===== config.mk =====
export PLATFORM = sky130hd
export DESIGN_NAME = hf_front
export DESIGN_NICKNAME = d
export VERILOG_FILES = /design/src/design/hf_pkg.sv /design/src/design/hf_front.sv
export SDC_FILE = /design/constraint.sdc
export NUM_CORES = 1
export LEC_CHECK = 0
export BUFFER_PORTS_ARGS = -buffer_cell sky130_fd_sc_hd__buf_2
export CAP_MARGIN = 10
export CORE_MARGIN = 10
export CORE_UTILIZATION = 55
export CTS_BUF_LIST = sky130_fd_sc_hd__clkbuf_4 sky130_fd_sc_hd__clkbuf_8 sky130_fd_sc_hd__clkbuf_16
export DETAILED_ROUTE_END_ITERATION = 7
export GPL_ROUTABILITY_DRIVEN = 0
export GPL_TIMING_DRIVEN = 0
export HOLD_SLACK_MARGIN = 0.03
export PLACE_DENSITY = 0.91
export SYNTH_ARGS = -nofsm -noshare
export SYNTH_HDL_FRONTEND = slang
export SYNTH_SLANG_ARGS = --single-unit
export TNS_END_PERCENT = 50

===== constraint.sdc =====
create_clock -name clk -period 10.8 [get_ports clk]
set_clock_uncertainty 0.2 [all_clocks]
set_input_delay 2.7 -clock clk [delete_from_list [all_inputs] [get_ports clk]]
set_output_delay 2.7 -clock clk [all_outputs]
set_load 0.005 [all_outputs]

===== src/design/hf_pkg.sv =====
// Shared types and constants for the node-table Huffman decoder.
package hf_pkg;

  localparam int CODE_W      = 32;
  localparam int CODE_IDX_W  = 5;
  localparam int LEN_W       = 6;
  localparam int SYM_W       = 8;
  localparam int BYTE_W      = 8;
  localparam int CMD_W       = 2;
  localparam int PAYLOAD_W   = 24;
  // Longest code that a load walks; longer lengths saturate to this.
  localparam int MAX_CODE_LEN = 32;

  localparam logic [CMD_W-1:0] CMD_CLEAR  = 2'd0;
  localparam logic [CMD_W-1:0] CMD_LOAD   = 2'd1;
  localparam logic [CMD_W-1:0] CMD_DECODE = 2'd2;
  localparam logic [CMD_W-1:0] CMD_START  = 2'd3;

  typedef struct packed {
    logic [CMD_W-1:0]  kind;
    logic [CODE_W-1:0] bits;
    logic [LEN_W-1:0]  len;
    logic [SYM_W-1:0]  sym;
    logic [BYTE_W-1:0] data;
  } hf_cmd_t;

endpackage


===== src/design/hf_front.sv =====
// Front end: accept input beats, classify commands, queue them for the walker.
module hf_front
  import hf_pkg::*;
(
  input  logic                clk,
  input  logic                rst_n,
  input  logic                in_tvalid,
  output logic                in_tready,
  input  logic [55:0]         in_tdata,
  input  logic [CMD_W-1:0]    in_tuser,
  output logic                cmd_valid,
  output hf_cmd_t             cmd,
  input  logic                cmd_pop
);

  hf_cmd_t    q_r [2];
  logic       wr_ptr_r, wr_ptr_nxt;
  logic       rd_ptr_r, rd_ptr_nxt;
  logic [1:0] cnt_r, cnt_nxt;
  hf_cmd_t    in_cmd;
  logic [LEN_W-1:0] raw_len;
  logic       keep;
  logic       push;
  logic       pop;

  assign raw_len = in_tdata[CODE_W +: LEN_W];

  // Saturate the code length and drop loads that carry no code.
  always_comb begin
    in_cmd.kind = in_tuser;
    in_cmd.bits = in_tdata[CODE_W-1:0];
    in_cmd.len  = (raw_len > LEN_W'(MAX_CODE_LEN)) ? LEN_W'(MAX_CODE_LEN) : raw_len;
    in_cmd.sym  = in_tdata[CODE_W+LEN_W +: SYM_W];
    in_cmd.data = in_tdata[CODE_W+LEN_W+SYM_W +: BYTE_W];
    keep        = !((in_tuser == CMD_LOAD) && (raw_len == '0));
  end

  assign in_tready = (cnt_r != 2'd2);
  assign push      = in_tvalid && in_tready && keep;
  assign pop       = cmd_pop && (cnt_r != 2'd0);
  assign cmd_valid = (cnt_r != 2'd0);
  assign cmd       = q_r[rd_ptr_r];

  always_comb begin
    wr_ptr_nxt = push ? !wr_ptr_r : wr_ptr_r;
    rd_ptr_nxt = pop ? !rd_ptr_r : rd_ptr_r;
    cnt_nxt    = cnt_r + 2'(push) - 2'(pop);
  end

  always_ff @(posedge clk) begin
    if (!rst_n) begin
      wr_ptr_r <= 1'b0;
      rd_ptr_r <= 1'b0;
      cnt_r    <= 2'd0;
    end else begin
      wr_ptr_r <= wr_ptr_nxt;
      rd_ptr_r <= rd_ptr_nxt;
      cnt_r    <= cnt_nxt;
    end
  end

  always_ff @(posedge clk) begin
    if (push) begin
      q_r[wr_ptr_r] <= in_cmd;
    end
  end

  a_cnt_range: assert property (@(posedge clk) disable iff (!rst_n)
    cnt_r != 2'd3)
    else $error("queue count out of range");

  a_ptr_track: assert property (@(posedge clk) disable iff (!rst_n)
    (cnt_r == 2'd0 || cnt_r == 2'd2) |-> (wr_ptr_r == rd_ptr_r))
    else $error("queue pointers disagree with count");

endmodule


==> out/metrics.csv <==
stage;metric;value;unit
yosys;syn_nets;271;
yosys;flops & latches, synth;117;
yosys;Post-Synthesis Cells;207;
cts;setup bufs post-CTS;0;
cts;clock-pin slew of the registers on the worst-case setup and hold paths;0.05;ns
layout;Multi-input gate area;837;µm²
sta;final worst path period share;0.440;
yosys;synth warn;0;
cts;Sink Count;117;
global_routing;vias in the first global route;2517;
cts;CTS tree;built;
cts;htree depth;4;
critical_path;crit path max-delay cell type;mux2_2;
sta;Setup TNS;0;ns
floorplan;Die H;109;µm
floorplan;Die ar.;11800;µm²
yosys;unique cell type count in the Yosys netlist;21;
cts;cts repair resizes;0;
floorplan;core area;7690;µm²
sta;final hold viol count;0;
place;post-DP HPWL;5800;µm
sta;Final Max Tran Viols;0;
critical_path;R2R cell count;5;
sta;RSZ-0062 raised after global routing;no;
routing;DR WL/cell;17.8;µm
yosys;Yosys top cell area share;0.775;
yosys;Netlist Area Pre-Place;4340;µm²
critical_path;CP dominant cell by count;buf_2;
min_path;hold path startpoint;wr_ptr_r;
sta;Max Freq;210;MHz
min_path;Hold Path Depth;2;
sta;final setup violation count;0;
global_routing;global-route wire length before repair;12700;µm
critical_path;crit-path max FO;10;
place;input/output buffers;117;
routing;Total Wirelength;8170;µm
power_and_ir_drop;PwrDens;249;nW/µm²
sta;Worst-Margin Slew;0.785;ns
yosys;Yosys top cell by area;edfxtp_1;
sta;slew margin rel.;0.475;
run_status;status;complete, no violations;
global_routing;antenna violations before repair;0;
sta;final worst path period need;4.75;ns
cts;total CTS buffers;17;
routing;DRC violations left;0;
yosys;Area contributors post-synth;edfxtp_1 78%, mux2_2 15%, dfxtp_1 2.3%, and2b_2 1.0%, xnor2_1 0.61%;
routing;Antenna Nets Post-Route;0;
layout;antenna cells;0;
sta;hold slack;0.329;ns
critical_path;WS Path Type;register to output port;
critical_path;Reg-to-Reg Start;cnt_r[0];
global_routing;largest net degree at the start of global routing;32;
critical_path;Req. time, crit path;7.90;ns
global_routing;grt ovf;0;
cts;clock network latency to the later pin of the worst-skew pair;0.49;ns
power_and_ir_drop;Max IR drop VDD;0.000210;V
routing;vias per cell;4.96;
routing;drt pass-1 iters;4;
layout;fill count;493;
layout;commonest non-fill, non-tap cell in the layout;buf_2;
floorplan;die width;109;µm
critical_path;critical-path cell list;buf_2, buf_2, mux2_2, buf_2;
cts;clock buffer depth;2;
critical_path;slowest cell delay on critical path;0.37;ns
yosys;Seq/Total Area, Yosys;0.798;
floorplan;boundary pin count;120;
routing;vias;2278;
critical_path;arrival time at the worst endpoint;1.85;ns
power_and_ir_drop;Static Leak;2.18;nW
layout;NumNets Final;409;
cts;Hold-fix buffers, CTS;0;
global_routing;Total Routing Usage GR;0.142;
floorplan;Row Count;32;
min_path;Hold Crit Class;register to register;
layout;most frequent cells in the layout;122 x buf_2, 112 x edfxtp_1, 56 x mux2_2;
yosys;syn avg cell area;21.0;µm²
floorplan;Initial Util;0.564;
job;max cap viols;0;
layout;share of cells above drive strength 1;0.608;
layout;P&R area growth vs syn;30.6;%
critical_path;CP startpoint kind;register;
critical_path;crit end category;output port;
cts;CTS Root Cell;clkbuf_8;
layout;Register Area;3460;µm²
routing;number of DRC markers in iteration 0;76;
==> synth_stat cells <==
| library cell | n |
|---|---|
| o21a_1 | 1 |
| and2b_2 | 5 |
| nor2_1 | 1 |
| or2_2 | 1 |
| nand2_1 | 1 |
| clkbuf_1 | 1 |
| inv_1 | 2 |
| mux2i_1 | 1 |
| dlygate4sd3_1 | 1 |
| o211a_1 | 1 |
| or4_1 | 1 |
| and2_1 | 3 |
| dfxtp_1 | 5 |
| nor2b_1 | 2 |
| nand2b_1 | 2 |
| or4b_1 | 1 |
| mux2_2 | 56 |
| edfxtp_1 | 112 |
| xnor2_1 | 3 |
| ha_1 | 2 |
| buf_2 | 5 |
==> logic make-up after synthesis <==
group / after synthesis / share of synthesized area
AO/OA/AOI/OAI: 2 / 0.00404
buffers and inverters: 9 / 0.0107
AND/OR/NAND/NOR: 17 / 0.0274
adder cells (fa/ha/maj): 2 / 0.00577
multiplexers: 57 / 0.148
flip-flops: 117 / 0.798
XOR/XNOR: 3 / 0.00606
==> state kept, by name, indices dropped and copies added, names as in the netlist, named ones only <==
name and flops:
rd_ptr_r 1, wr_ptr_r 1, cnt_r 2, q_r 112
==> where the power goes <==
part	internal [mW]	total [mW]	switching, mW
registers	0.577	0.594	0.0170
clock network	0.350	0.527	0.177
logic	0.150	0.292	0.142
total	1.08	1.41	0.336
==> layout make-up <==
type / count / share of cell area
timing repair buffer: 119 / 0.110
sequential: 117 / 0.611
clock buffer: 19 / 0.0757
tap: 102 / 0.0225
multi-input combinational: 81 / 0.148
inverter: 2 / 0.00132
buffer: 7 / 0.00684
clock inverter: 12 / 0.0243
==> per-stage QoR <==
| step | utilization | worst slack [ns] | total power, mW | instances | instance area (µm²) |
|---|---|---|---|---|---|
| 2_1_floorplan | - | 4.68 | 0.773 | 207 | 4340 |
| 3_3_place_gp | 0.657 | 3.36 | 0.891 | 426 | 5050 |
| 3_5_place_dp | 0.663 | 5.91 | 0.904 | 428 | 5100 |
| 4_1_cts | 0.737 | 5.98 | 1.44 | 459 | 5670 |
| 5_1_grt | 0.737 | 5.91 | 1.48 | 459 | 5670 |
| 6_report | 0.737 | 6.05 | 1.41 | 459 | 5670 |
==> worst max-delay path, delay by kind of cell (launching register included) <==
kind / cells / cell delay [ns]
muxes: 1 / 0.37
buffers and inverters: 3 / 0.67
DFF: 1 / 0.31
==> metal layers <==
layer,routed length [µm],vias up,GRT usage,share of wire
met1,3120,1105,0.150,0.38
met5,0,-,0,0
met2,4380,74,0.247,0.54
met4,76,0,0.0650,0.0093
met3,602,7,0.0560,0.074
li1,-,1092,-,-
==> worst paths after layout <==
path / end / slack, ns
worst min register to register: wr_ptr_r / 0.33
worst max-delay path: cmd[32] / 6.05
worst min-delay path: wr_ptr_r / 0.33
worst max register to register: q_r[0][13] / 8.57
(Power assumes the default switching activity.)
